### src/design/rrp_pkg.sv
// ----------------------------------------------------------------------------
// rrp_pkg: shared constants for the RESP2 request parser
// Byte codes, parse phases, error codes and default sizes.
// ----------------------------------------------------------------------------
`default_nettype none

package rrp_pkg;

   // default sizes and reset values
   localparam int DEF_LENGTH_BITS = 31;
   localparam int DEF_COUNT_BITS  = 8;
   localparam logic [7:0] MAX_ARGS_RESET = 8'd64;

   // framing bytes
   localparam logic [7:0] CHAR_STAR   = 8'h2A;
   localparam logic [7:0] CHAR_DOLLAR = 8'h24;
   localparam logic [7:0] CHAR_CR     = 8'h0D;
   localparam logic [7:0] CHAR_LF     = 8'h0A;
   localparam logic [7:0] CHAR_ZERO   = 8'h30;
   localparam logic [7:0] CHAR_NINE   = 8'h39;

   // parse phases
   localparam logic [3:0] PH_STAR    = 4'd0;
   localparam logic [3:0] PH_CNT_DIG = 4'd1;
   localparam logic [3:0] PH_CNT_LF  = 4'd2;
   localparam logic [3:0] PH_DOLLAR  = 4'd3;
   localparam logic [3:0] PH_LEN_DIG = 4'd4;
   localparam logic [3:0] PH_LEN_LF  = 4'd5;
   localparam logic [3:0] PH_PAYLOAD = 4'd6;
   localparam logic [3:0] PH_PAY_CR  = 4'd7;
   localparam logic [3:0] PH_PAY_LF  = 4'd8;

   // error codes
   localparam logic [2:0] ERR_NONE       = 3'd0;
   localparam logic [2:0] ERR_BAD_PREFIX = 3'd1;
   localparam logic [2:0] ERR_BAD_DIGIT  = 3'd2;
   localparam logic [2:0] ERR_NO_DIGITS  = 3'd3;
   localparam logic [2:0] ERR_OVERFLOW   = 3'd4;
   localparam logic [2:0] ERR_BAD_COUNT  = 3'd5;
   localparam logic [2:0] ERR_BAD_CRLF   = 3'd6;

endpackage

`default_nettype wire

### src/design/resp_request_parser_core.sv
// ----------------------------------------------------------------------------
// resp_request_parser_core: streaming RESP2 array command parser
// Classifies each request byte as framing or payload and tracks argument
// index, length and count; flags malformed input and drops back to '*'.
// ----------------------------------------------------------------------------
// Path: a request byte passes the input register, then the result register.
// Throughput: one request byte per cycle unless rsp_stall holds the result;
// the phase machine settles each byte combinationally between the two registers.
// Reset: clears both valids and all parse state, max_args returns to 64.
// No clearing pass; the block accepts requests right after reset.
`default_nettype none

module resp_request_parser_core
   import rrp_pkg::*;
#(
   parameter int LENGTH_BITS = DEF_LENGTH_BITS,
   parameter int COUNT_BITS  = DEF_COUNT_BITS
) (
   input  wire logic                   clock,
   input  wire logic                   reset,
   input  wire logic                   csr_write_en,
   input  wire logic [7:0]             csr_write_data,
   input  wire logic                   req_valid,
   output logic                        req_stall,
   input  wire logic [7:0]             req_in_byte,
   output logic                        rsp_valid,
   input  wire logic                   rsp_stall,
   output logic [7:0]                  rsp_byte_value,
   output logic                        rsp_is_payload,
   output logic [7:0]                  rsp_arg_index,
   output logic [LENGTH_BITS-1:0]      rsp_arg_length,
   output logic [7:0]                  rsp_arg_count,
   output logic                        rsp_arg_done,
   output logic                        rsp_command_done,
   output logic                        rsp_error_flag,
   output logic [2:0]                  rsp_error_code
);

   localparam logic [LENGTH_BITS-1:0] NUM_MAX = '1;
   localparam logic [LENGTH_BITS-1:0] NUM_DIV10 = LENGTH_BITS'(NUM_MAX / 10);
   localparam logic [3:0] NUM_MOD10 = 4'(NUM_MAX % 10);
   localparam logic [LENGTH_BITS+15:0] CNT_MAX_EXT =
      (LENGTH_BITS+16)'((1 << COUNT_BITS) - 1);

   // configuration
   logic [7:0] max_args_ff;

   // input stage
   logic       s1_valid_ff;
   logic [7:0] s1_byte_ff;
   logic       s1_adv;

   // parse state
   logic [3:0]             phase_ff, phase_in;
   logic [LENGTH_BITS-1:0] accum_ff, accum_in;
   logic                   seen_ff, seen_in;
   logic [COUNT_BITS-1:0]  count_ff, count_in;
   logic [COUNT_BITS-1:0]  index_ff, index_in;
   logic [LENGTH_BITS-1:0] length_ff, length_in;
   logic [LENGTH_BITS-1:0] left_ff, left_in;

   // result register
   logic                   rsp_valid_ff;
   logic [7:0]             rsp_byte_ff;
   logic                   rsp_payload_ff, rsp_payload_in;
   logic [7:0]             rsp_index_ff, rsp_index_in;
   logic [LENGTH_BITS-1:0] rsp_length_ff, rsp_length_in;
   logic [7:0]             rsp_count_ff, rsp_count_in;
   logic                   rsp_adone_ff, rsp_adone_in;
   logic                   rsp_cdone_ff, rsp_cdone_in;
   logic [2:0]             rsp_err_ff, rsp_err_in;

   // number line helpers
   logic                   is_digit;
   logic [3:0]             digit;
   logic                   num_ovf;
   logic [LENGTH_BITS+3:0] acc_mul;
   logic [LENGTH_BITS+15:0] acc_ext;
   logic [LENGTH_BITS-1:0] left_dec;
   logic [COUNT_BITS-1:0]  index_inc;
   logic [COUNT_BITS-1:0]  o_idx, o_cnt;
   logic [LENGTH_BITS-1:0] o_len;
   logic [COUNT_BITS+7:0]  o_idx_ext, o_cnt_ext;
   logic [7:0]             b;

   assign s1_adv    = s1_valid_ff & (~rsp_valid_ff | ~rsp_stall);
   assign req_stall = s1_valid_ff & ~s1_adv;

   assign b        = s1_byte_ff;
   assign is_digit = (b >= CHAR_ZERO) && (b <= CHAR_NINE);
   assign digit    = 4'(b - CHAR_ZERO);
   assign num_ovf  = (accum_ff > NUM_DIV10) ||
                     ((accum_ff == NUM_DIV10) && (digit > NUM_MOD10));
   // times ten as two shifts, then add the digit
   assign acc_mul  = ({4'b0, accum_ff} << 3) + ({4'b0, accum_ff} << 1) +
                     {LENGTH_BITS'(0), digit};
   assign acc_ext  = {16'b0, accum_ff};
   assign left_dec = (left_ff != '0) ? left_ff - LENGTH_BITS'(1) : left_ff;
   assign index_inc = index_ff + COUNT_BITS'(1);

   always_comb begin
      phase_in       = phase_ff;
      accum_in       = accum_ff;
      seen_in        = seen_ff;
      count_in       = count_ff;
      index_in       = index_ff;
      length_in      = length_ff;
      left_in        = left_ff;
      rsp_err_in     = ERR_NONE;
      rsp_payload_in = 1'b0;
      rsp_adone_in   = 1'b0;
      rsp_cdone_in   = 1'b0;
      o_idx          = index_ff;
      o_len          = length_ff;
      o_cnt          = count_ff;

      unique case (phase_ff)
         PH_STAR: begin
            if (b == CHAR_STAR) begin
               phase_in = PH_CNT_DIG;
               accum_in = '0;
               seen_in  = 1'b0;
            end else begin
               rsp_err_in = ERR_BAD_PREFIX;
            end
         end
         PH_CNT_DIG, PH_LEN_DIG: begin
            if (b == CHAR_CR) begin
               if (!seen_ff) begin
                  rsp_err_in = ERR_NO_DIGITS;
               end else begin
                  phase_in = (phase_ff == PH_CNT_DIG) ? PH_CNT_LF : PH_LEN_LF;
               end
            end else if (!is_digit) begin
               rsp_err_in = ERR_BAD_DIGIT;
            end else if (num_ovf) begin
               rsp_err_in = ERR_OVERFLOW;
            end else begin
               accum_in = acc_mul[LENGTH_BITS-1:0];
               seen_in  = 1'b1;
            end
         end
         PH_CNT_LF: begin
            if (b != CHAR_LF) begin
               rsp_err_in = ERR_BAD_CRLF;
            end else if (accum_ff == '0 || accum_ff > LENGTH_BITS'(max_args_ff) ||
                         acc_ext > CNT_MAX_EXT) begin
               rsp_err_in = ERR_BAD_COUNT;
            end else begin
               count_in = acc_ext[COUNT_BITS-1:0];
               index_in = '0;
               o_cnt    = acc_ext[COUNT_BITS-1:0];
               o_idx    = '0;
               phase_in = PH_DOLLAR;
            end
         end
         PH_DOLLAR: begin
            if (b == CHAR_DOLLAR) begin
               length_in = '0;
               o_len     = '0;
               accum_in  = '0;
               seen_in   = 1'b0;
               phase_in  = PH_LEN_DIG;
            end else begin
               rsp_err_in = ERR_BAD_PREFIX;
            end
         end
         PH_LEN_LF: begin
            if (b != CHAR_LF) begin
               rsp_err_in = ERR_BAD_CRLF;
            end else begin
               length_in = accum_ff;
               left_in   = accum_ff;
               o_len     = accum_ff;
               phase_in  = (accum_ff != '0) ? PH_PAYLOAD : PH_PAY_CR;
            end
         end
         PH_PAYLOAD: begin
            rsp_payload_in = 1'b1;
            left_in        = left_dec;
            if (left_dec == '0) begin
               phase_in = PH_PAY_CR;
            end
         end
         PH_PAY_CR: begin
            if (b == CHAR_CR) begin
               phase_in = PH_PAY_LF;
            end else begin
               rsp_err_in = ERR_BAD_CRLF;
            end
         end
         PH_PAY_LF: begin
            if (b != CHAR_LF) begin
               rsp_err_in = ERR_BAD_CRLF;
            end else begin
               rsp_adone_in = 1'b1;
               if (index_inc >= count_ff) begin
                  // last argument: command complete, start over
                  rsp_cdone_in = 1'b1;
                  phase_in     = PH_STAR;
                  accum_in     = '0;
                  seen_in      = 1'b0;
                  count_in     = '0;
                  index_in     = '0;
                  length_in    = '0;
                  left_in      = '0;
               end else begin
                  index_in = index_inc;
                  phase_in = PH_DOLLAR;
               end
            end
         end
         default: begin
            phase_in  = PH_STAR;
            accum_in  = '0;
            seen_in   = 1'b0;
            count_in  = '0;
            index_in  = '0;
            length_in = '0;
            left_in   = '0;
         end
      endcase

      // drop the partial command on any error
      if (rsp_err_in != ERR_NONE) begin
         phase_in  = PH_STAR;
         accum_in  = '0;
         seen_in   = 1'b0;
         count_in  = '0;
         index_in  = '0;
         length_in = '0;
         left_in   = '0;
         o_idx     = '0;
         o_len     = '0;
         o_cnt     = '0;
      end

      o_idx_ext     = {8'b0, o_idx};
      o_cnt_ext     = {8'b0, o_cnt};
      rsp_index_in  = o_idx_ext[7:0];
      rsp_count_in  = o_cnt_ext[7:0];
      rsp_length_in = o_len;
   end

   always_ff @(posedge clock) begin
      if (reset) begin
         max_args_ff <= MAX_ARGS_RESET;
      end else if (csr_write_en) begin
         max_args_ff <= csr_write_data;
      end
   end

   // input register
   always_ff @(posedge clock) begin
      if (reset) begin
         s1_valid_ff <= 1'b0;
      end else if (req_valid && !req_stall) begin
         s1_valid_ff <= 1'b1;
      end else if (s1_adv) begin
         s1_valid_ff <= 1'b0;
      end
   end

   always_ff @(posedge clock) begin
      if (req_valid && !req_stall) begin
         s1_byte_ff <= req_in_byte;
      end
   end

   // parse state advances as the byte moves into the result register
   always_ff @(posedge clock) begin
      if (reset) begin
         phase_ff  <= PH_STAR;
         accum_ff  <= '0;
         seen_ff   <= 1'b0;
         count_ff  <= '0;
         index_ff  <= '0;
         length_ff <= '0;
         left_ff   <= '0;
      end else if (s1_adv) begin
         phase_ff  <= phase_in;
         accum_ff  <= accum_in;
         seen_ff   <= seen_in;
         count_ff  <= count_in;
         index_ff  <= index_in;
         length_ff <= length_in;
         left_ff   <= left_in;
      end
   end

   // result register
   always_ff @(posedge clock) begin
      if (reset) begin
         rsp_valid_ff <= 1'b0;
      end else if (s1_adv) begin
         rsp_valid_ff <= 1'b1;
      end else if (!rsp_stall) begin
         rsp_valid_ff <= 1'b0;
      end
   end

   always_ff @(posedge clock) begin
      if (s1_adv) begin
         rsp_byte_ff    <= s1_byte_ff;
         rsp_payload_ff <= rsp_payload_in;
         rsp_index_ff   <= rsp_index_in;
         rsp_length_ff  <= rsp_length_in;
         rsp_count_ff   <= rsp_count_in;
         rsp_adone_ff   <= rsp_adone_in;
         rsp_cdone_ff   <= rsp_cdone_in;
         rsp_err_ff     <= rsp_err_in;
      end
   end

   assign rsp_valid        = rsp_valid_ff;
   assign rsp_byte_value   = rsp_byte_ff;
   assign rsp_is_payload   = rsp_payload_ff;
   assign rsp_arg_index    = rsp_index_ff;
   assign rsp_arg_length   = rsp_length_ff;
   assign rsp_arg_count    = rsp_count_ff;
   assign rsp_arg_done     = rsp_adone_ff;
   assign rsp_command_done = rsp_cdone_ff;
   assign rsp_error_flag   = (rsp_err_ff != ERR_NONE);
   assign rsp_error_code   = rsp_err_ff;

   // a finished command or an error leaves the parser waiting for '*'
   a_restart: assert property (@(posedge clock) disable iff (reset)
      s1_adv && (rsp_cdone_in || rsp_err_in != ERR_NONE) |=> phase_ff == PH_STAR)
      else $error("parser did not return to command start");

   a_cdone_adone: assert property (@(posedge clock) disable iff (reset)
      rsp_valid && rsp_command_done |-> rsp_arg_done && !rsp_is_payload &&
         !rsp_error_flag)
      else $error("command end without argument end");

   a_err_clear: assert property (@(posedge clock) disable iff (reset)
      rsp_valid && rsp_error_flag |-> rsp_arg_count == 8'd0 &&
         rsp_arg_index == 8'd0 && !rsp_is_payload)
      else $error("error result carries argument context");

   a_hold: assert property (@(posedge clock) disable iff (reset)
      s1_valid_ff && !s1_adv |=> s1_valid_ff && $stable(s1_byte_ff))
      else $error("stalled input stage lost its byte");

endmodule

`default_nettype wire

### config.mk
export PLATFORM = sky130hd
export DESIGN_NAME = resp_request_parser_core
export DESIGN_NICKNAME = d
export VERILOG_FILES = /design/src/design/rrp_pkg.sv /design/src/design/resp_request_parser_core.sv
export SDC_FILE = /design/constraint.sdc
export NUM_CORES = 1
export LEC_CHECK = 0
export ABC_AREA = 0
export CORE_UTILIZATION = 50
export CTS_CLUSTER_SIZE = 14
export DETAILED_ROUTE_END_ITERATION = 6
export DONT_BUFFER_PORTS = 1
export PLACE_DENSITY = 0.71
export SKIP_CTS_REPAIR_TIMING = 1
export SLEW_MARGIN = 5
export SYNTH_ARGS = -nofsm -noshare
export SYNTH_HDL_FRONTEND = slang
export SYNTH_SLANG_ARGS = --single-unit
### constraint.sdc
create_clock -name clock -period 3.6 [get_ports clock]
set_input_delay 0 -clock clock [delete_from_list [all_inputs] [get_ports clock]]
set_output_delay 0 -clock clock [all_outputs]
set_load 0.01 [all_outputs]
==> metrics.log, run 1 <==
INFO  metric outcome = complete, but fails checks
INFO  metric failing_checks = DRC, hold timing
INFO  metric post_synth_num_cell_types = 74
INFO  metric avgSynthCellArea = 9.189 sq um
INFO  metric arrival = 3760 ps
INFO  metric fp.dieW = 152.5 um
INFO  metric drtAntennaViolNets = 0
INFO  metric clk_pin_slew_worst_paths = 80 ps
INFO  metric area_fraction_in_compound_gates_after_synthesis = 0.2147
INFO  metric hold_depth = 2
INFO  metric grt_usage = 0.2592
INFO  metric finalMaxSlewViolations = 0
INFO  metric cts_tree = done
INFO  metric synth.ff_latch_count = 193
INFO  metric root_buffer = clkbuf_16
INFO  metric main_combinational_cell_family_by_area_after_synthesis = compound AO/OA/AOI/OAI gates
INFO  metric cts_max_level = 4
INFO  metric number_of_setup_violations_in_the_final_report = 0
INFO  metric post_synth_fa_ha_maj_area_fraction = 0.08643
INFO  metric seq_power_share = 0.519
INFO  metric floorplan.io_pins = 85
INFO  metric switching_share = 0.2435
INFO  metric dpl_worst_slack = 51.44 ps
INFO  metric slew_headroom = 0.4028
INFO  metric count_of_warnings_emitted_by_yosys = 0
INFO  metric ys_seq_area_frac = 0.4023
INFO  metric first_global_vias = 9022
INFO  metric clockPowerShare = 0.442
INFO  metric synth-edff-count = 69
INFO  metric detail_route.wirelength = 31760 um
INFO  metric cts-buffers-inserted = 17
INFO  metric synthXorXnorAreaFrac = 0.04100
INFO  metric power-per-cell-area = 351.1 nW/um^2
INFO  metric synth_commonest_cells = dfxtp_1, a21oi_1, nor2_1
INFO  metric numPortBuffers = 0
INFO  metric num_vias = 9953
INFO  metric avgViaCountPerCell = 6.421
INFO  metric die_height = 152.5 um
INFO  metric cp_max_fo = 8
INFO  metric syn_nets = 1330
INFO  metric dr.first_iter.drc_count = 1048
INFO  metric r2r_end = phase_ff[3]$_SDFFE_PP0P_
INFO  metric postSynthCellCount = 1232
INFO  metric maxCapViolCount = 0
INFO  metric mappedNetlistArea = 11320 sq um
INFO  metric ys.flop_type = dfxtp_1
INFO  metric final-hold-violation-count = 17
INFO  metric fin_crit_sh = 0.9407
INFO  metric timing_worst_slew_pin_value = 888.9 ps
INFO  metric dr.pass1.iters = 7
INFO  metric required_time_at_the_endpoint_of_the_critical_path = 3970 ps
INFO  metric fillerInstances = 1873
INFO  metric critPathLaunchType = flop
INFO  metric antenna_cells = 0
INFO  metric hpwl = 20480 um
INFO  metric insertion_delay = 450 ps
INFO  metric worst-r2r-cell-count = 11
INFO  metric cp-end-kind = flop
INFO  metric floorplan.die_area = 23250 sq um
INFO  metric synth-async-reset-ratio = 0
INFO  metric cell_internal_pwr = 3.415 mW
INFO  metric skew = 13.54 ps
INFO  metric min_period = 3386 ps
INFO  metric number_of_antenna_violations_at_the_first_check_in_global_routing = 0
INFO  metric tritoncts_num_sinks = 193
INFO  metric grt_pass1_wl = 48230 um
INFO  metric drc_errors = 4
INFO  metric fin_worst_hold_slack = -26.10 ps
INFO  metric core_region_area = 22030 sq um
INFO  metric muxShareOfSynthArea = 0.01238
INFO  metric final_nets = 1355
INFO  metric gp_routability_congestion = 0.9164
INFO  metric peakVddDrop = 0.2427 mV
INFO  metric timing.final.ws_setup = 213.6 ps
INFO  metric criticalPathCategory = reg -> reg
INFO  metric p_sw = 1.099 mW
INFO  metric stdcell_count = 1550
INFO  metric min_from = reset
INFO  metric grt_max_degree = 112
INFO  metric critical_path.reg2reg.startpoint = left_ff[0]$_SDFFE_PP0P_
INFO  metric area_growth = 13.58%
INFO  metric max-clock-path-buffers = 2
INFO  metric crit_start = left_ff[0]$_SDFFE_PP0P_
INFO  metric initial_utilization = 0.5140
INFO  metric drt-wirelength-per-cell = 20.49 um
INFO  metric floorplan.rows = 54
INFO  metric placedCellCount = 1487
INFO  metric reg2reg_setup_slack = 210 ps
INFO  metric share_of_layout_cells_above_drive_strength_1 = 0.1079
INFO  metric yosys.area_share.simple = 0.2017
INFO  metric p_comb_frac = 0.039
INFO  metric total_gr_overflow = 0
INFO  metric yosys.area.top_type_share = 0.2193
INFO  metric synthMostInstantiatedCell = dfxtp_1
INFO  metric worstHoldPathType = in -> reg
INFO  metric worst_min_delay_path_endpoint = s1_valid_ff$_SDFFE_PP0P_
INFO  metric synth.area.top_cells = dfxtp_1, edfxtp_1, ha_1
INFO  metric static-leakage-power = 5.008 nW
INFO  metric synthDominantAreaCellType = dfxtp_1
INFO  metric clock.fmax = 295.3 MHz
## cell type report
type                    instances  area [sq um]  share of cell area
inverters                      36         137.6             0.01070
well taps                     280         350.3             0.02725
flip-flops and latches        193          4557              0.3544
clock inverters                13         161.4             0.01255
repair buffers                 84         768.2             0.05974
clock buffers                  19         464.2             0.03610
multi-input cells             925          6420              0.4993
## layer usage
layer	vias to the layer above	wire length [um]	track usage
li1	4664	-	-
met1	4809	14060	0.3570
met2	400	14560	0.4136
met3	80	2179	0.04266
met4	0	963	0.08802
met5	-	0	0
## power by group through the flow
| stage | Clock (mW) | Sequential (mW) | Combinational, mW |
|---|---|---|---|
| 2_1_floorplan | 0 | 2.38 | 0.100 |
| 3_3_place_gp | 0 | 2.39 | 0.118 |
| 3_5_place_dp | 0 | 2.39 | 0.118 |
| 4_1_cts | 2.01 | 2.34 | 0.119 |
| 5_1_grt | 2.09 | 2.35 | 0.190 |
| 6_report | 1.99 | 2.34 | 0.178 |
## cells in the final DEF, fill, tap and decap left out, types with 5 or more instances in the layout
master	count
a22o_1	48
nand4_1	38
and2_1	11
nand3b_1	7
o21ai_1	5
and3_1	10
or2_2	5
nand2_1	82
mux2i_1	14
a31oi_1	6
o21bai_1	11
o21ai_0	63
or3_1	38
nor2b_1	6
xor2_1	23
ha_1	75
buf_4	52
nand2b_1	13
a211oi_1	5
xnor2_1	29
nand3_1	14
a21oi_1	117
nor3_1	25
nor4_1	17
or4_1	5
a21o_1	18
clkbuf_16	18
nor2_1	99
edfxtp_1	69
inv_1	34
dlygate4sd3_1	27
a22oi_1	45
o21a_1	6
nor4_4	6
dfxtp_1	122
## registers in the layout, summed over array words and instances (netlist names), 3 cells and up
signal and count:
rsp_byte_value 8, index_ff 8, rsp_arg_count 8, accum_ff 31, rsp_arg_index 8, b 8, rsp_arg_length 31, phase_ff 4
count_ff 8, max_args_ff 8, left_ff 31, length_ff 31, rsp_error_code 3
## how the worst max path moves through the flow
stage	cells past startpoint	slack [ps]	endpoint
after detailed placement	12	50	length_ff[7]$_SDFFE_PP0P_
after global routing	12	-10	accum_ff[23]$_SDFFE_PP0P_
after global placement	10	200	length_ff[15]$_SDFFE_PP0P_
after CTS	12	30	length_ff[7]$_SDFFE_PP0P_
after floorplan	12	380	phase_ff[3]$_SDFFE_PP0P_
final	11	210	phase_ff[3]$_SDFFE_PP0P_
## critical path: stages (launching register included)
cell and delay [ps]:
dfxtp_1 400, inv_1 110, ha_1 250, or3b_4 440
or4_2 600, xnor2_1 150, nor3_1 150, a21oi_1 110
a2111oi_4 360, a31oi_4 180, or4_1 420, a21oi_1 140
## logic make-up after synthesis
family	Yosys count
AO/OA/AOI/OAI	367
flip-flops	193
multiplexers	14
adder cells (fa/ha/maj)	77
XOR/XNOR	53
buffers and inverters	116
AND/OR/NAND/NOR	412
## stage by stage
step	TNS [ps]	utilization	hold WS (ps)	instance area [sq um]	total power, mW
detailed placement	0	0.5370	81.51	11830	2.509
finish	0	0.5838	-26.10	12860	4.514
global placement	0	0.5370	80.04	11830	2.509
floorplan	0	-	98.87	11320	2.485
global route	-21.17	0.5838	6.523	12860	4.629
CTS	0	0.5654	-391.2	12450	4.470
No activity file was read; power rests on OpenSTA's default activity.
==> run 2: changes to the inputs <==
- ABC_AREA: 0 -> 1
- CORE_MARGIN: unset -> 10
- SLEW_MARGIN: 5 -> unset
==> run 2 against run 1 <==
  * The flow now finishes without violations
  * Worst hold slack improved by 190 ps
  * Synthesized cell count increased by 53%
  * Sequential power up 7%
  * Register-to-register slack better by 30 ps
  * Cell area is 12% higher
  * Utilization decreased by 2.8 points
  * Maximum frequency is 0.91% higher
  * Non-clock buffer count decreased by 18
  * Combinational power increased to 9.1 times the previous value
  * Highest routed layer is now met5
  * Total power increased by 36%
  * Via count is 34% higher
==> metrics.log, run 2 <==
INFO  metric outcome = finished, final reports clean (was complete, but fails checks)
INFO  metric avgViaCountPerCell = 5.958 (was 6.421)
INFO  metric synthDominantAreaCellType = dfxtp_1 (unchanged)
INFO  metric dpl_worst_slack = 58.46 ps (was 51.44 ps)
INFO  metric antenna_cells = 0 (unchanged)
INFO  metric yosys.area_share.simple = 0.3402 (was 0.2017)
INFO  metric cts_max_level = 4 (unchanged)
INFO  metric synth-async-reset-ratio = 0 (unchanged)
INFO  metric grt_usage = 0.2571 (was 0.2592)
INFO  metric grt_max_degree = 81 (was 112)
INFO  metric clock.fmax = 298.0 MHz (was 295.3 MHz)
INFO  metric cp_max_fo = 32 (was 8)
INFO  metric die_height = 181.9 um (was 152.5 um)
INFO  metric max-clock-path-buffers = 2 (unchanged)
INFO  metric cp-end-kind = flop (unchanged)
INFO  metric share_of_layout_cells_above_drive_strength_1 = 0.07064 (was 0.1079)
INFO  metric criticalPathCategory = reg -> reg (unchanged)
INFO  metric switching_share = 0.3795 (was 0.2435)
INFO  metric static-leakage-power = 6.123 nW (was 5.008 nW)
INFO  metric count_of_warnings_emitted_by_yosys = 0 (unchanged)
INFO  metric clk_pin_slew_worst_paths = 90 ps (was 80 ps)
INFO  metric timing.final.ws_setup = 244.2 ps (was 213.6 ps)
INFO  metric report.power.total = 6.159 mW (was 4.514 mW)
INFO  metric syn_nets = 1984 (was 1330)
INFO  metric cts-buffers-inserted = 17 (unchanged)
INFO  metric power-per-cell-area = 427.8 nW/um^2 (was 351.1 nW/um^2)
INFO  metric peakVddDrop = 0.3398 mV (was 0.2427 mV)
INFO  metric numPortBuffers = 0 (unchanged)
INFO  metric slowest_delay = 420 ps (was 600 ps)
INFO  metric seq_power_share = 0.406 (was 0.519)
INFO  metric mappedNetlistArea = 13100 sq um (was 11320 sq um)
INFO  metric required_time_at_the_endpoint_of_the_critical_path = 3960 ps (was 3970 ps)
INFO  metric post_synth_num_cell_types = 54 (was 74)
INFO  metric tritoncts_num_sinks = 193 (unchanged)
INFO  metric drc_errors = 0 (was 4)
INFO  metric critPathLaunchType = flop (unchanged)
INFO  metric fp.dieW = 181.9 um (was 152.5 um)
INFO  metric synth_commonest_cells = nand2_1, nor2_1, inv_1 (was dfxtp_1, a21oi_1, nor2_1)
INFO  metric dr.first_iter.drc_count = 1859 (was 1048)
INFO  metric grt_pass1_wl = 69260 um (was 48230 um)
INFO  metric insertion_delay = 450 ps (about the same)
INFO  metric fin_worst_hold_slack = 165.7 ps (was -26.10 ps)
INFO  metric synth.ff_latch_count = 193 (unchanged)
INFO  metric synthXorXnorAreaFrac = 0.02340 (was 0.04100)
INFO  metric timing_worst_slew_pin_value = 861.4 ps (was 888.9 ps)
INFO  metric total_gr_overflow = 0 (unchanged)
INFO  metric final_nets = 1982 (was 1355)
INFO  metric clockPowerShare = 0.331 (was 0.442)
INFO  metric synth.area.top_cells = dfxtp_1, edfxtp_1, nand2_1 (was dfxtp_1, edfxtp_1, ha_1)
INFO  metric synth-edff-count = 69 (unchanged)
INFO  metric multi_input_comb_area = 7402 sq um (was 6420 sq um)
INFO  metric core_region_area = 25910 sq um (was 22030 sq um)
INFO  metric main_combinational_cell_family_by_area_after_synthesis = simple AND/OR/NAND/NOR gates (was compound AO/OA/AOI/OAI gates)
INFO  metric drtAntennaViolNets = 0 (unchanged)
INFO  metric p_comb_frac = 0.263 (was 0.039)
INFO  metric fin_setup_tns = 0 ps (unchanged)
INFO  metric num_vias = 13298 (was 9953)
INFO  metric final_area = 14400 sq um (was 12860 sq um)
INFO  metric gp_routability_congestion = 0.9660 (was 0.9164)
INFO  metric arrival = 3720 ps (was 3760 ps)
INFO  metric ys_seq_area_frac = 0.3477 (was 0.4023)
INFO  metric crit_family = simple AND/OR/NAND/NOR gates (unchanged)
INFO  metric dr.pass1.iters = 5 (was 7)
INFO  metric area_growth = 9.905% (was 13.58%)
INFO  metric maxCapViolCount = 0 (unchanged)
INFO  metric cts_tree = done (unchanged)
INFO  metric p_sw = 2.337 mW (was 1.099 mW)
INFO  metric worstHoldPathType = in -> reg (unchanged)
INFO  metric floorplan.rows = 59 (was 54)
INFO  metric register_area = 4554 sq um (was 4557 sq um)
INFO  metric detail_route.wirelength = 43870 um (was 31760 um)
INFO  metric postSynthCellCount = 1886 (was 1232)
INFO  metric synthMostInstantiatedCell = nand2_1 (was dfxtp_1)
INFO  metric area_fraction_in_compound_gates_after_synthesis = 0.1243 (was 0.2147)
INFO  metric number_of_setup_violations_in_the_final_report = 0 (unchanged)
INFO  metric post_synth_fa_ha_maj_area_fraction = 0.07469 (was 0.08643)
INFO  metric dpl-instance-area = 13510 sq um (was 11830 sq um)
INFO  metric path_cells = inv_1 -> nor3_4 -> nand3_2 -> nor3_2 -> xor2_1 -> inv_1 -> ha_1 -> nand2_1 -> nor2_1 -> nand4_1 -> o2111ai_1 -> nor2_1 -> buf_4 -> nor2_2 -> buf_6 -> nand4_1 -> a21oi_1 (was inv_1 -> ha_1 -> or3b_4 -> or4_2 -> xnor2_1 -> nor3_1 -> a21oi_1 -> a2111oi_4 -> a31oi_4 -> or4_1 -> a21oi_1)
INFO  metric mostFrequentLayoutCell = nand2_1 (was dfxtp_1)
INFO  metric floorplan.io_pins = 85 (unchanged)
INFO  metric cp.buffers_inverters = 4 (was 1)
INFO  metric first_global_vias = 12331 (was 9022)
INFO  metric hpwl = 32180 um (was 20480 um)
INFO  metric fillerInstances = 2480 (was 1873)
INFO  metric skew = 17.17 ps (was 13.54 ps)
INFO  metric critical_path.slowest_cell = dfxtp_1 (was or4_2)
INFO  metric floorplan.die_area = 33070 sq um (was 23250 sq um)
INFO  metric avgSynthCellArea = 6.946 sq um (was 9.189 sq um)
INFO  metric fin_crit_sh = 0.9322 (was 0.9407)
INFO  metric finalMaxSlewViolations = 0 (unchanged)
INFO  metric initial_utilization = 0.5056 (was 0.5140)
INFO  metric min_period = 3356 ps (was 3386 ps)
INFO  metric yosys.area.top_type_share = 0.1895 (was 0.2193)
INFO  metric layout.cells.most_common_list = nand2_1, nor2_1, inv_1 (was dfxtp_1, a21oi_1, nor2_1)
INFO  metric root_buffer = clkbuf_16 (unchanged)
INFO  metric cell_internal_pwr = 3.822 mW (was 3.415 mW)
INFO  metric number_of_antenna_violations_at_the_first_check_in_global_routing = 1 (was 0)
INFO  metric ys.flop_type = dfxtp_1 (unchanged)
INFO  metric slew_headroom = 0.4244 (was 0.4028)
INFO  metric muxShareOfSynthArea = 0 (was 0.01238)
INFO  metric final-hold-violation-count = 0 (was 17)
INFO  metric drt-wirelength-per-cell = 19.65 um (was 20.49 um)
## run 2: cell type report
type | count | area share
Clock buffer | 17 | 0.02955
Tap cell | 335 | 0.02911
Sequential cell | 193 | 0.3163
Clock inverter | 15 | 0.01373
Timing Repair Buffer | 66 | 0.04441
Inverter | 201 | 0.05275
Multi-Input combinational cell | 1405 | 0.5141
## run 2: layer usage
| metal | up-vias | GRT usage | share of wire |
|---|---|---|---|
| li1 | 6352 | - | - |
| met5 | - | 0 | 0.00030 |
| met4 | 2 | 0.09014 | 0.031 |
| met1 | 6221 | 0.3465 | 0.42 |
| met2 | 642 | 0.4062 | 0.46 |
| met3 | 81 | 0.04294 | 0.083 |
## run 2: cell families (layout without fill, tap and decap cells)
| group | Yosys count | after routing |
|---|---|---|
| adder cells (fa/ha/maj) | 77 | 77 |
| AO/OA/AOI/OAI | 285 | 285 |
| flip-flops | 193 | 193 |
| XOR/XNOR | 35 | 35 |
| buffers and inverters | 288 | 299 |
| AND/OR/NAND/NOR | 1008 | 1008 |
## run 2: final timing paths
path	slack (ps)	start	cells after the start	end
min	170	req_in_byte[7]	1	b[7]$_DFFE_PP_
min reg2reg	470	length_ff[24]$_SDFFE_PP0P_	2	length_ff[24]$_SDFFE_PP0P_
max	240	index_ff[0]$_SDFFE_PP0P_	17	accum_ff[1]$_SDFFE_PP0P_
max reg2reg	240	index_ff[0]$_SDFFE_PP0P_	17	accum_ff[1]$_SDFFE_PP0P_
## run 2: power by group through the flow
stage / registers, mW / clock network [mW] / logic, mW
final: 2.50 / 2.04 / 1.62
after global routing: 2.51 / 2.14 / 1.80
after detailed placement: 2.55 / 0 / 1.53
after CTS: 2.50 / 2.05 / 1.53
after floorplan: 2.52 / 0 / 1.16
after global placement: 2.54 / 0 / 1.52
## run 2: stage by stage
stage,instances,util
after floorplan,1886,-
after global placement,2179,0.5216
after detailed placement,2179,0.5216
after CTS,2211,0.5456
after global routing,2232,0.5557
final,2232,0.5557
==> run 3: changes to the inputs <==
- CTS_CLUSTER_SIZE: 14 -> unset
- clock period: 3.6 -> 3.2 ns (I/O delays scaled with it)
==> run 3 against run 2 <==
  * Maximum frequency up 9.0%
  * Worst hold slack worse by 62 ps
  * Critical path type unchanged
  * Critical path depth up 2
==> metrics.log, run 3 (synthesis gave the netlist of run 2 again) <==
INFO  metric outcome = finished, final reports clean (unchanged)
INFO  metric floorplan.rows = 59 (unchanged)
INFO  metric avgViaCountPerCell = 6.030 (was 5.958)
INFO  metric insertion_delay = 450 ps (about the same)
INFO  metric grt_pass1_wl = 68560 um (was 69260 um)
INFO  metric hold_depth = 2 (was 1)
INFO  metric cp_max_fo = 8 (was 32)
INFO  metric cts_tree = done (unchanged)
INFO  metric crit_start = index_ff[2]$_SDFFE_PP0P_ (was index_ff[0]$_SDFFE_PP0P_)
INFO  metric layout.cells.most_common_list = nand2_1, nor2_1, inv_1 (unchanged)
INFO  metric drc_errors = 0 (unchanged)
INFO  metric seq_power_share = 0.390 (was 0.406)
INFO  metric dpl-instance-area = 13610 sq um (was 13510 sq um)
INFO  metric grt_usage = 0.2531 (was 0.2571)
INFO  metric fin_crit_sh = 0.9619 (was 0.9322)
INFO  metric static-leakage-power = 6.368 nW (was 6.123 nW)
INFO  metric gp_routability_congestion = 1.015 (was 0.9660)
INFO  metric final_nets = 2014 (was 1982)
INFO  metric slew_headroom = 0.5121 (was 0.4244)
INFO  metric number_of_antenna_violations_at_the_first_check_in_global_routing = 1 (unchanged)
INFO  metric final-hold-violation-count = 0 (unchanged)
INFO  metric mostFrequentLayoutCell = nand2_1 (unchanged)
INFO  metric max-clock-path-buffers = 2 (unchanged)
INFO  metric dr.first_iter.drc_count = 1928 (was 1859)
INFO  metric report.power.total = 7.208 mW (was 6.159 mW)
INFO  metric critPathLaunchType = flop (unchanged)
INFO  metric cp-end-kind = flop (unchanged)
INFO  metric criticalPathCategory = reg -> reg (unchanged)
INFO  metric min_from = req_valid (was req_in_byte[7])
INFO  metric share_of_layout_cells_above_drive_strength_1 = 0.09228 (was 0.07064)
INFO  metric maxCapViolCount = 0 (unchanged)
INFO  metric worst-r2r-cell-count = 19 (was 17)
INFO  metric cell_internal_pwr = 4.492 mW (was 3.822 mW)
INFO  metric worst_min_delay_path_endpoint = b[5]$_DFFE_PP_ (was b[7]$_DFFE_PP_)
INFO  metric critical_path.reg2reg.startpoint = index_ff[2]$_SDFFE_PP0P_ (was index_ff[0]$_SDFFE_PP0P_)
INFO  metric detail_route.wirelength = 45600 um (was 43870 um)
INFO  metric peakVddDrop = 0.3832 mV (was 0.3398 mV)
INFO  metric power-per-cell-area = 484.9 nW/um^2 (was 427.8 nW/um^2)
INFO  metric arrival = 3440 ps (was 3720 ps)
INFO  metric p_sw = 2.717 mW (was 2.337 mW)
INFO  metric initial_utilization = 0.5056 (unchanged)
INFO  metric cts_max_level = 4 (unchanged)
INFO  metric grt_max_degree = 81 (unchanged)
INFO  metric area_growth = 13.47% (was 9.905%)
INFO  metric drtAntennaViolNets = 0 (unchanged)
INFO  metric reg2reg_setup_slack = 120 ps (was 240 ps)
INFO  metric cts-buffers-inserted = 17 (unchanged)
INFO  metric root_buffer = clkbuf_16 (unchanged)
INFO  metric r2r_end = accum_ff[8]$_SDFFE_PP0P_ (was accum_ff[1]$_SDFFE_PP0P_)
INFO  metric required_time_at_the_endpoint_of_the_critical_path = 3560 ps (was 3960 ps)
INFO  metric first_global_vias = 12204 (was 12331)
INFO  metric finalMaxSlewViolations = 0 (unchanged)
INFO  metric clock.fmax = 324.9 MHz (was 298.0 MHz)
INFO  metric p_comb_frac = 0.282 (was 0.263)
INFO  metric clk_pin_slew_worst_paths = 90 ps (about the same)
INFO  metric dr.pass1.iters = 7 (was 5)
INFO  metric floorplan.io_pins = 85 (unchanged)
INFO  metric worstHoldPathType = in -> reg (unchanged)
INFO  metric floorplan.die_area = 33070 sq um (unchanged)
INFO  metric min_period = 3078 ps (was 3356 ps)
INFO  metric numPortBuffers = 0 (unchanged)
INFO  metric tritoncts_num_sinks = 193 (unchanged)
INFO  metric drt-wirelength-per-cell = 20.13 um (was 19.65 um)
INFO  metric total_gr_overflow = 0 (unchanged)
INFO  metric clockPowerShare = 0.328 (was 0.331)
INFO  metric final_area = 14860 sq um (was 14400 sq um)
INFO  metric fp.dieW = 181.9 um (unchanged)
INFO  metric skew = 20.55 ps (was 17.17 ps)
INFO  metric num_vias = 13657 (was 13298)
INFO  metric die_height = 181.9 um (unchanged)
INFO  metric hpwl = 32130 um (was 32180 um)
INFO  metric switching_share = 0.3769 (was 0.3795)
INFO  metric timing_worst_slew_pin_value = 730.3 ps (was 861.4 ps)
INFO  metric core_region_area = 25910 sq um (unchanged)
INFO  metric number_of_setup_violations_in_the_final_report = 0 (unchanged)
run 3: cell types whose count changed in the layout (fill, tap and decap cells not counted), sizes merged:
cell / previous run / this run
buf: 46 / 68
bufinv: 0 / 1
clkbuf: 17 / 22
clkinv: 8 / 9
clkinvlp: 1 / 0
diode: 0 / 1
dlygate4sd3: 20 / 24
inv: 207 / 206
nand2: 434 / 435
run 3: final cells by class:
class | count | area, sq um
multi-input combinational | 1406 | 7475
fill | 2437 | 11050
clock inverter | 15 | 220.2
timing repair buffer | 97 | 1002
sequential | 193 | 4561
clock buffer | 17 | 425.4
tap | 335 | 419.2
antenna | 1 | 2.502
inverter | 201 | 759.5
run 3: per-stage QoR:
step           hold slack, ps  cells  worst slack, ps  utilization  setup TNS (ps)
2_1_floorplan           98.87   1886            100.1            -               0
3_3_place_gp            80.11   2194            97.31       0.5254               0
3_5_place_dp            83.46   2194           -4.133       0.5254          -7.420
4_1_cts                -396.2   2226           -33.52       0.5503          -166.8
5_1_grt                 57.37   2265           -66.62       0.5737           -2144
6_report                103.2   2265            121.9       0.5737               0
run 3: power by group through the flow:
stage                     Sequential, mW  Clock (mW)  Combinational, mW
after floorplan                     2.83           0               1.31
after global placement              2.86           0               1.72
after detailed placement            2.86           0               1.75
after CTS                           2.81        2.38               1.76
after global routing                2.83        2.46               2.20
final                               2.81        2.37               2.03
run 3: critical path, stage by stage, from the launching register on:
cell and delay, ps:
dfxtp_2 360, inv_1 100, nor3_4 240, nand3_2 110, nor3_2 180, xor2_1 200
inv_1 70, ha_1 300, nand2_2 90, nor2_2 50, nand4_1 90, o2111ai_2 150
nor2_2 160, buf_6 150, nor2_4 50, o21ai_4 160, buf_12 150, buf_12 140
nand2_1 90, a21oi_2 170
run 3: per-layer routing:
layer,share of wire,vias to the layer above,track usage
met5,0,-,0
met4,0.041,0,0.1051
met3,0.085,106,0.02962
met2,0.45,748,0.3859
met1,0.43,6383,0.3542
li1,-,6420,-
run 3: how the worst max path moves through the flow:
stage / slack, ps / cells after the start / end
after CTS: -30 / 17 / accum_ff[19]$_SDFFE_PP0P_
final: 120 / 19 / accum_ff[8]$_SDFFE_PP0P_
after global routing: -70 / 18 / length_ff[30]$_SDFFE_PP0P_
after detailed placement: -4 / 17 / accum_ff[4]$_SDFFE_PP0P_
after floorplan: 100 / 17 / accum_ff[7]$_SDFFE_PP0P_
after global placement: 100 / 17 / accum_ff[19]$_SDFFE_PP0P_
